<file path="config.mk">
export PLATFORM = sky130hd
export DESIGN_NAME = two_class_age_ordered_fifo
export DESIGN_NICKNAME = d
export VERILOG_FILES = /design/src/rtl/tcaof_pkg.sv /design/src/rtl/tcaof_cell.sv /design/src/rtl/tcaof_queue.sv /design/src/rtl/two_class_age_ordered_fifo.sv
export SDC_FILE = /design/constraint.sdc
export NUM_CORES = 2
export LEC_CHECK = 0
export ABC_AREA = 1
export ABC_CLOCK_PERIOD_IN_PS = 4300
export BUFFER_PORTS_ARGS = -buffer_cell sky130_fd_sc_hd__buf_2
export CAP_MARGIN = 0
export CORE_UTILIZATION = 57
export CTS_CLUSTER_DIAMETER = 120
export DETAILED_ROUTE_END_ITERATION = 8
export PLACE_DENSITY_LB_ADDON = 0.15
export SLEW_MARGIN = 25
export SYNTH_ARGS = -nofsm -noshare
export SYNTH_HDL_FRONTEND = slang
export SYNTH_HIERARCHICAL = 1
export SYNTH_SLANG_ARGS = --single-unit
</file>
<file path="constraint.sdc">
create_clock -name clk -period 4.3 [get_ports clk]
set_input_delay 0.86 -clock clk [delete_from_list [all_inputs] [get_ports clk]]
set_output_delay 0.86 -clock clk [all_outputs]
set_load 0.01 [all_outputs]
</file>
<file path="src/rtl/tcaof_pkg.sv">
`default_nettype none
package tcaof_pkg;

  // operation codes of the input item
  localparam logic [1:0] FN_ENQ     = 2'd0;
  localparam logic [1:0] FN_DEQ_ANY = 2'd1;
  localparam logic [1:0] FN_DEQ_0   = 2'd2;
  localparam logic [1:0] FN_DEQ_1   = 2'd3;

  // class codes
  localparam logic [1:0] CLS_0 = 2'd0;
  localparam logic [1:0] CLS_1 = 2'd1;

  // result status codes
  localparam logic [2:0] ST_ENQ     = 3'd0;
  localparam logic [2:0] ST_UNKNOWN = 3'd1;
  localparam logic [2:0] ST_FULL    = 3'd2;
  localparam logic [2:0] ST_DEQ     = 3'd3;
  localparam logic [2:0] ST_EMPTY   = 3'd4;

  // per-cell control
  typedef struct packed {
    logic load;
    logic shift;
  } cell_ctl_t;

  // command to one queue
  typedef struct packed {
    logic push;
    logic pop;
  } q_cmd_t;

  // status of one queue
  typedef struct packed {
    logic empty;
    logic full;
  } q_stat_t;

endpackage
`default_nettype wire

</file>
<file path="src/rtl/tcaof_cell.sv">
`default_nettype none
module tcaof_cell #(
  parameter int TAG_BITS   = 16,
  parameter int STAMP_BITS = 32
) (
  input  wire                      clk,
  input  wire tcaof_pkg::cell_ctl_t ctl,
  input  wire     [TAG_BITS-1:0]   load_tag,
  input  wire     [STAMP_BITS-1:0] load_stamp,
  input  wire     [TAG_BITS-1:0]   next_tag,
  input  wire     [STAMP_BITS-1:0] next_stamp,
  output logic    [TAG_BITS-1:0]   tag,
  output logic    [STAMP_BITS-1:0] stamp
);

  logic [TAG_BITS-1:0]   tag_r;
  logic [STAMP_BITS-1:0] stamp_r;

  // new item at the tail wins, else move one place toward the head
  always_ff @(posedge clk) begin
    if (ctl.load) begin
      tag_r   <= load_tag;
      stamp_r <= load_stamp;
    end else if (ctl.shift) begin
      tag_r   <= next_tag;
      stamp_r <= next_stamp;
    end
  end

  assign tag   = tag_r;
  assign stamp = stamp_r;

endmodule
`default_nettype wire

</file>
<file path="src/rtl/tcaof_queue.sv">
`default_nettype none
module tcaof_queue #(
  parameter int QUEUE_DEPTH = 16,
  parameter int TAG_BITS    = 16,
  parameter int STAMP_BITS  = 32
) (
  input  wire                      clk,
  input  wire                      rst_n,
  input  wire tcaof_pkg::q_cmd_t   cmd,
  input  wire     [TAG_BITS-1:0]   push_tag,
  input  wire     [STAMP_BITS-1:0] push_stamp,
  output tcaof_pkg::q_stat_t       stat,
  output logic    [TAG_BITS-1:0]   head_tag,
  output logic    [STAMP_BITS-1:0] head_stamp
);

  localparam int FILL_W = $clog2(QUEUE_DEPTH + 1);

  logic [FILL_W-1:0] fill_r;
  logic [FILL_W-1:0] fill_nxt;

  // index QUEUE_DEPTH is the feed behind the last cell
  logic [TAG_BITS-1:0]   tag_w   [QUEUE_DEPTH+1];
  logic [STAMP_BITS-1:0] stamp_w [QUEUE_DEPTH+1];

  assign tag_w[QUEUE_DEPTH]   = push_tag;
  assign stamp_w[QUEUE_DEPTH] = push_stamp;

  for (genvar i = 0; i < QUEUE_DEPTH; i++) begin : g_cell
    tcaof_pkg::cell_ctl_t ctl;

    // the tail cell is the one at the fill position
    assign ctl.load  = cmd.push && (fill_r == FILL_W'(i));
    assign ctl.shift = cmd.pop;

    tcaof_cell #(
      .TAG_BITS   (TAG_BITS),
      .STAMP_BITS (STAMP_BITS)
    ) u_cell (
      .clk        (clk),
      .ctl        (ctl),
      .load_tag   (push_tag),
      .load_stamp (push_stamp),
      .next_tag   (tag_w[i+1]),
      .next_stamp (stamp_w[i+1]),
      .tag        (tag_w[i]),
      .stamp      (stamp_w[i])
    );
  end

  always_comb begin
    fill_nxt = fill_r;
    if (cmd.push) begin
      fill_nxt = fill_r + FILL_W'(1);
    end else if (cmd.pop) begin
      fill_nxt = fill_r - FILL_W'(1);
    end
  end

  always_ff @(posedge clk) begin
    if (!rst_n) begin
      fill_r <= '0;
    end else begin
      fill_r <= fill_nxt;
    end
  end

  assign stat.empty = (fill_r == '0);
  assign stat.full  = (fill_r == FILL_W'(QUEUE_DEPTH));
  assign head_tag   = tag_w[0];
  assign head_stamp = stamp_w[0];

endmodule
`default_nettype wire

</file>
<file path="src/rtl/two_class_age_ordered_fifo.sv">
// the result of an accepted item is in the output register in the cycle after it is taken
// throughput: one item per cycle while the result side takes every result
// each queue is a row of shift cells with the head in cell 0, so a pop is one shift
// reset (synchronous, rst_n low) empties both queues, clears the arrival counter
// and drops any pending result; cell contents are left as they are
`default_nettype none
module two_class_age_ordered_fifo #(
  parameter int QUEUE_DEPTH = 16,
  parameter int TAG_BITS    = 16,
  parameter int STAMP_BITS  = 32
) (
  input  wire                   clk,
  input  wire                   rst_n,
  input  wire                   in_valid,
  output logic                  in_ready,
  input  wire  [1:0]            in_func,
  input  wire  [1:0]            in_item_class,
  input  wire  [TAG_BITS-1:0]   in_item_tag,
  output logic                  out_valid,
  input  wire                   out_ready,
  output logic [2:0]            out_status,
  output logic [TAG_BITS-1:0]   out_tag,
  output logic                  out_class,
  output logic [STAMP_BITS-1:0] out_stamp
);

  // ---------------------------------------------------------------
  // handshake: one result register; a new item enters whenever that
  // register is free or is being emptied in the same cycle
  // ---------------------------------------------------------------
  logic take;

  assign in_ready = !out_valid || out_ready;
  assign take     = in_valid && in_ready;

  // running arrival stamp, advanced by every accepted enqueue
  logic [STAMP_BITS-1:0] counter_r;
  logic [STAMP_BITS-1:0] counter_nxt;

  // the two queues
  tcaof_pkg::q_cmd_t  cmd0, cmd1;
  tcaof_pkg::q_stat_t stat0, stat1;
  logic [TAG_BITS-1:0]   head_tag0, head_tag1;
  logic [STAMP_BITS-1:0] head_stamp0, head_stamp1;

  tcaof_queue #(
    .QUEUE_DEPTH (QUEUE_DEPTH),
    .TAG_BITS    (TAG_BITS),
    .STAMP_BITS  (STAMP_BITS)
  ) u_queue0 (
    .clk        (clk),
    .rst_n      (rst_n),
    .cmd        (cmd0),
    .push_tag   (in_item_tag),
    .push_stamp (counter_r),
    .stat       (stat0),
    .head_tag   (head_tag0),
    .head_stamp (head_stamp0)
  );

  tcaof_queue #(
    .QUEUE_DEPTH (QUEUE_DEPTH),
    .TAG_BITS    (TAG_BITS),
    .STAMP_BITS  (STAMP_BITS)
  ) u_queue1 (
    .clk        (clk),
    .rst_n      (rst_n),
    .cmd        (cmd1),
    .push_tag   (in_item_tag),
    .push_stamp (counter_r),
    .stat       (stat1),
    .head_tag   (head_tag1),
    .head_stamp (head_stamp1)
  );

  // ---------------------------------------------------------------
  // age compare of the two heads: class 0 is older only when the
  // modular difference is negative, so a tie goes to class 1
  // ---------------------------------------------------------------
  logic [STAMP_BITS-1:0] stamp_diff;
  logic                  head0_older;

  assign stamp_diff  = head_stamp0 - head_stamp1;
  assign head0_older = stamp_diff[STAMP_BITS-1];

  // ---------------------------------------------------------------
  // decode of the item
  // ---------------------------------------------------------------
  logic pop0, pop1;

  logic                  out_valid_r, out_valid_nxt;
  logic [2:0]            status_r, status_nxt;
  logic [TAG_BITS-1:0]   tag_r, tag_nxt;
  logic                  class_r, class_nxt;
  logic [STAMP_BITS-1:0] stamp_r, stamp_nxt;

  always_comb begin
    cmd0        = '0;
    cmd1        = '0;
    pop0        = 1'b0;
    pop1        = 1'b0;
    counter_nxt = counter_r;
    status_nxt  = tcaof_pkg::ST_EMPTY;
    tag_nxt     = '0;
    class_nxt   = 1'b0;
    stamp_nxt   = '0;

    if (take) begin
      case (in_func)
        tcaof_pkg::FN_ENQ: begin
          // the stamp is used up even when the item is dropped
          counter_nxt = counter_r + STAMP_BITS'(1);
          if (in_item_class == tcaof_pkg::CLS_0) begin
            if (stat0.full) begin
              status_nxt = tcaof_pkg::ST_FULL;
            end else begin
              cmd0.push  = 1'b1;
              status_nxt = tcaof_pkg::ST_ENQ;
            end
          end else if (in_item_class == tcaof_pkg::CLS_1) begin
            if (stat1.full) begin
              status_nxt = tcaof_pkg::ST_FULL;
            end else begin
              cmd1.push  = 1'b1;
              status_nxt = tcaof_pkg::ST_ENQ;
            end
          end else begin
            status_nxt = tcaof_pkg::ST_UNKNOWN;
          end
        end
        tcaof_pkg::FN_DEQ_0: begin
          pop0 = !stat0.empty;
        end
        tcaof_pkg::FN_DEQ_1: begin
          pop1 = !stat1.empty;
        end
        tcaof_pkg::FN_DEQ_ANY: begin
          // both heads present: the older one goes; one side empty: take the other head
          if (!stat0.empty && !stat1.empty) begin
            pop0 = head0_older;
            pop1 = !head0_older;
          end else begin
            pop0 = !stat0.empty;
            pop1 = !stat1.empty;
          end
        end
        default: begin
          status_nxt = tcaof_pkg::ST_EMPTY;
        end
      endcase

      if (pop0) begin
        cmd0.pop   = 1'b1;
        status_nxt = tcaof_pkg::ST_DEQ;
        tag_nxt    = head_tag0;
        class_nxt  = 1'b0;
        stamp_nxt  = head_stamp0;
      end else if (pop1) begin
        cmd1.pop   = 1'b1;
        status_nxt = tcaof_pkg::ST_DEQ;
        tag_nxt    = head_tag1;
        class_nxt  = 1'b1;
        stamp_nxt  = head_stamp1;
      end
    end
  end

  // result register
  always_comb begin
    out_valid_nxt = out_valid_r;
    if (take) begin
      out_valid_nxt = 1'b1;
    end else if (out_ready) begin
      out_valid_nxt = 1'b0;
    end
  end

  always_ff @(posedge clk) begin
    if (!rst_n) begin
      out_valid_r <= 1'b0;
      counter_r   <= '0;
    end else begin
      out_valid_r <= out_valid_nxt;
      counter_r   <= counter_nxt;
    end
  end

  // payload only loads with a new item
  always_ff @(posedge clk) begin
    if (take) begin
      status_r <= status_nxt;
      tag_r    <= tag_nxt;
      class_r  <= class_nxt;
      stamp_r  <= stamp_nxt;
    end
  end

  assign out_valid  = out_valid_r;
  assign out_status = status_r;
  assign out_tag    = tag_r;
  assign out_class  = class_r;
  assign out_stamp  = stamp_r;

  // ---------------------------------------------------------------
  // checks
  // ---------------------------------------------------------------
  a_one_pop: assert property (@(posedge clk) disable iff (!rst_n)
    !(cmd0.pop && cmd1.pop))
    else $error("both queues popped for one item");

  a_no_push_pop: assert property (@(posedge clk) disable iff (!rst_n)
    !((cmd0.push || cmd1.push) && (cmd0.pop || cmd1.pop)))
    else $error("push and pop for one item");

  a_counter_step: assert property (@(posedge clk) disable iff (!rst_n)
    (take && in_func == tcaof_pkg::FN_ENQ) |=>
      counter_r == $past(counter_r) + STAMP_BITS'(1))
    else $error("arrival counter did not advance on enqueue");

  a_stall_blocks: assert property (@(posedge clk) disable iff (!rst_n)
    (out_valid && !out_ready) |-> !in_ready)
    else $error("item taken while result register is held");

endmodule
`default_nettype wire

</file>
==> metrics <==
Synth top area share 0.6594; synth top area cells edfxtp_1 (66%), nand2_1 (25%), buf_6 (2.1%), buf_2 (1.4%), dfxtp_1 (1.2%); initial antenna violation count 3; Crit. End Element register; Net Count, Synth about 7400; CTS sink cnt between 1500 and 2000; Syn Area/Cell between 9 and 10 um2; fillers roughly 10000; CP startpoint kind register; met3 usage 0.03538; Placeable Area ~130000 um2; most frequent cell after synthesis nand2_1; leading area contributor after synthesis edfxtp_1; area delta synth->final 8.774%; CTS tree yes; Yosys cell types 34; Period minus WS final 3513 ps; Post-Synth XOR/XNOR Area 0.001575; Iter 0 DRT Violations roughly 5000; CP arrival 4010 ps; Vias 46200; die height between 300 and 400 um; Max IR drop VDD ~0.36 mV; gr ovfl total 0; largest net degree at the start of global routing 54; Synth Area in Compound Gates 0.004689; RSZ-0062 raised after global routing false; FF-to-FF setup slack between 700 and 800 ps; synthesis-stage register bit count 1631; critical path class reg2reg; sequential-to-total area share from yosys stat 0.6713; WHS 410.5 ps; ys async rst share 0; Overall Power 33.02 mW; Post-synth EDFFs roughly 1600; Post-Syn Area ~72000 um2; GRT busiest layer met1; crit share post-route 0.8169; wire length per cell ~16 um; largest family of logic cells by synthesized area simple AND/OR/NAND/NOR gates; Initial Util 0.5751; Port Buffer Count 77; Max clock buf depth 3; Yosys warnings 6; first-pass GRT wire length roughly 240000 um; Req. time, crit path approximately 4800 ps; H-tree Lvls 4; met2 Usage GRT 0.3535; detailed placement HPWL 97540 um; share of layout cells above drive strength 1 0.07834; setup bufs post-CTS 0; Layout Nets between 7000 and 8000; Detail Route Antenna Nets 0; clk_skew approximately 23 ps; Slowest cell on crit path buf_4; MaxCap Viol Count 0; outcome completed; Finish-stage setup viols 0; cell leakage power 33.14 nW; Final WS setup between 700 and 800 ps; GR Layer Usage met1 0.3645; post-synthesis mux area share 0; Slew Viols, Final 0; I/O pins 78; Post-CTS Resized 0; GP Congestion around 0.91; Row Count 130; Synth Area in Adders 0.008132; drt total wl approximately 150000 um; slew margin rel. 0.4250; Reg clk slew, reported paths around 60 ps; Final Hold Viols 0; highest clock rate between 0.2 and 0.3 GHz; clk_lat worst skew 760 ps; Primary FF master, synth edfxtp_1; first-pass iteration count of the detailed router 6; pre-CTS setup slack 302.0 ps; hold buffer count at CTS 0; Post-synth top cells nand2_1 (4838), edfxtp_1 (1588), buf_2 (204); most frequent CP cell nand2_1; Setup TNS 0 ps; Die ar. 128300 um2; synthesized instance count 7347; DR DRC count 0; CP Cell Sequence inv_1 > ha_1 > nand2_1 > nor2_1 > nor3_2 > inv_2 > nor2_4 > nand2_2 > nor2_2 > buf_4 > inv_2 > nand2_1 > nand2_1; CTS Root Cell clkbuf_16; Avg Vias per Cell 5.059; CP Max Fanout slightly below 50; Simple-Gate Fraction of Synth Area 0.2681; vias in the first global route between 40000 and 50000; Die Width 358.2 um; PD cells around 420 nW/um2; slowest cell delay on critical path between 400 and 500 ps; type of the most critical hold path in2reg; Global Route Usage Sum 0.2399; worst slew pin tran approximately 860 ps; CTS Buf Count 164
-- report_power, final --
| part | internal (mW) | total (mW) | leakage [nW] | switching [mW] |
|---|---|---|---|---|
| logic | 0.394 | 1.41 | 16.0 | 1.02 |
| registers | 18.1 | 18.3 | 14.7 | 0.169 |
| clock network | 7.71 | 13.3 | 2.45 | 5.64 |
| total | 26.2 | 33.0 | 33.1 | 6.82 |
-- critical path, delay by kind of cell, from the launching register on --
family | cells | cell delay (ps)
fa+ha+maj | 1 | 300
buf+inv | 4 | 1170
flops | 1 | 420
simple gates | 8 | 1350
-- registers in the layout, summed over array words and instances, names as in the netlist, 3 cells and up --
| signal | flops |
|---|---|
| u_queue0/g_cell.u_cell/stamp | 512 |
| out_stamp | 32 |
| counter_r | 32 |
| u_queue0/fill_r | 5 |
| u_queue1/fill_r | 5 |
| u_queue1/g_cell.u_cell/stamp | 512 |
| u_queue1/g_cell.u_cell/tag | 256 |
| out_status | 3 |
| out_tag | 16 |
| u_queue0/g_cell.u_cell/tag | 256 |
-- metal layers --
layer,wire length (um),part of all wire
met5,0,0
met4,5067,0.034
met3,10940,0.073
met2,64150,0.43
met1,70520,0.47
-- through the flow --
step / util / instances / cell area [um2]
after floorplan: - / 7347 / 72310
after global placement: 0.5852 / 8832 / 73570
after detailed placement: 0.5856 / 8834 / 73630
after CTS: 0.6255 / 9130 / 78650
after global routing: 0.6256 / 9131 / 78660
final: 0.6256 / 9132 / 78660
-- layout make-up --
type / count / area, um2 / area share
inverters: 151 / 566.8 / 0.007206
repair buffers: 209 / 1809 / 0.02300
multi-input cells: 5193 / 20610 / 0.2620
flip-flops and latches: 1631 / 48590 / 0.6177
clock inverters: 62 / 452.9 / 0.005758
well taps: 1650 / 2064 / 0.02625
diodes: 2 / 5.005 / 0.00006363
clock buffers: 234 / 4563 / 0.05801
-- final timing paths --
| kind | end | from | depth (start not counted) |
|---|---|---|---|
| worst max-delay path | u_queue0/g_cell[9].u_cell/tag[5] | u_queue0/fill_r[0] | 13 |
| worst min-delay path | out_valid | in_valid | 3 |
| worst max register to register | u_queue0/g_cell[9].u_cell/tag[5] | u_queue0/fill_r[0] | 13 |
| worst min register to register | counter_r[25] | counter_r[25] | 2 |
-- kinds of logic after synthesis --
family | Yosys count
simple gates | 5073
compound gates | 60
xor+xnor | 13
buf+inv | 523
flops | 1631
fa+ha+maj | 47
-- cell usage in the layout (no fill, tap or decap), types with 3 or more instances in the layout --
cell type,synthesis,layout
dfxtp_2,0,30
clkinvlp_4,0,3
nand2_2,9,9
xor2_1,12,12
buf_2,204,72
nand4_1,10,10
ha_1,47,47
edfxtp_1,1588,1588
inv_2,37,37
clkinv_1,0,24
o21a_1,6,6
nor2_4,7,26
nor4_1,4,4
clkbuf_8,0,9
dfxtp_1,43,11
nand3_2,4,4
buf_4,32,104
buf_12,0,32
a21oi_1,35,35
nand3_1,64,64
nand2_1,4838,4838
clkbuf_16,0,169
inv_6,0,4
nor3_1,8,7
nor2_1,86,56
nor2_2,3,14
o21ai_0,13,13
bufinv_16,0,6
clkbuf_1,3,56
clkinv_2,0,25
nor3b_1,3,3
inv_1,114,114
or2_2,1,33
Power figures use the tool's default switching activity.
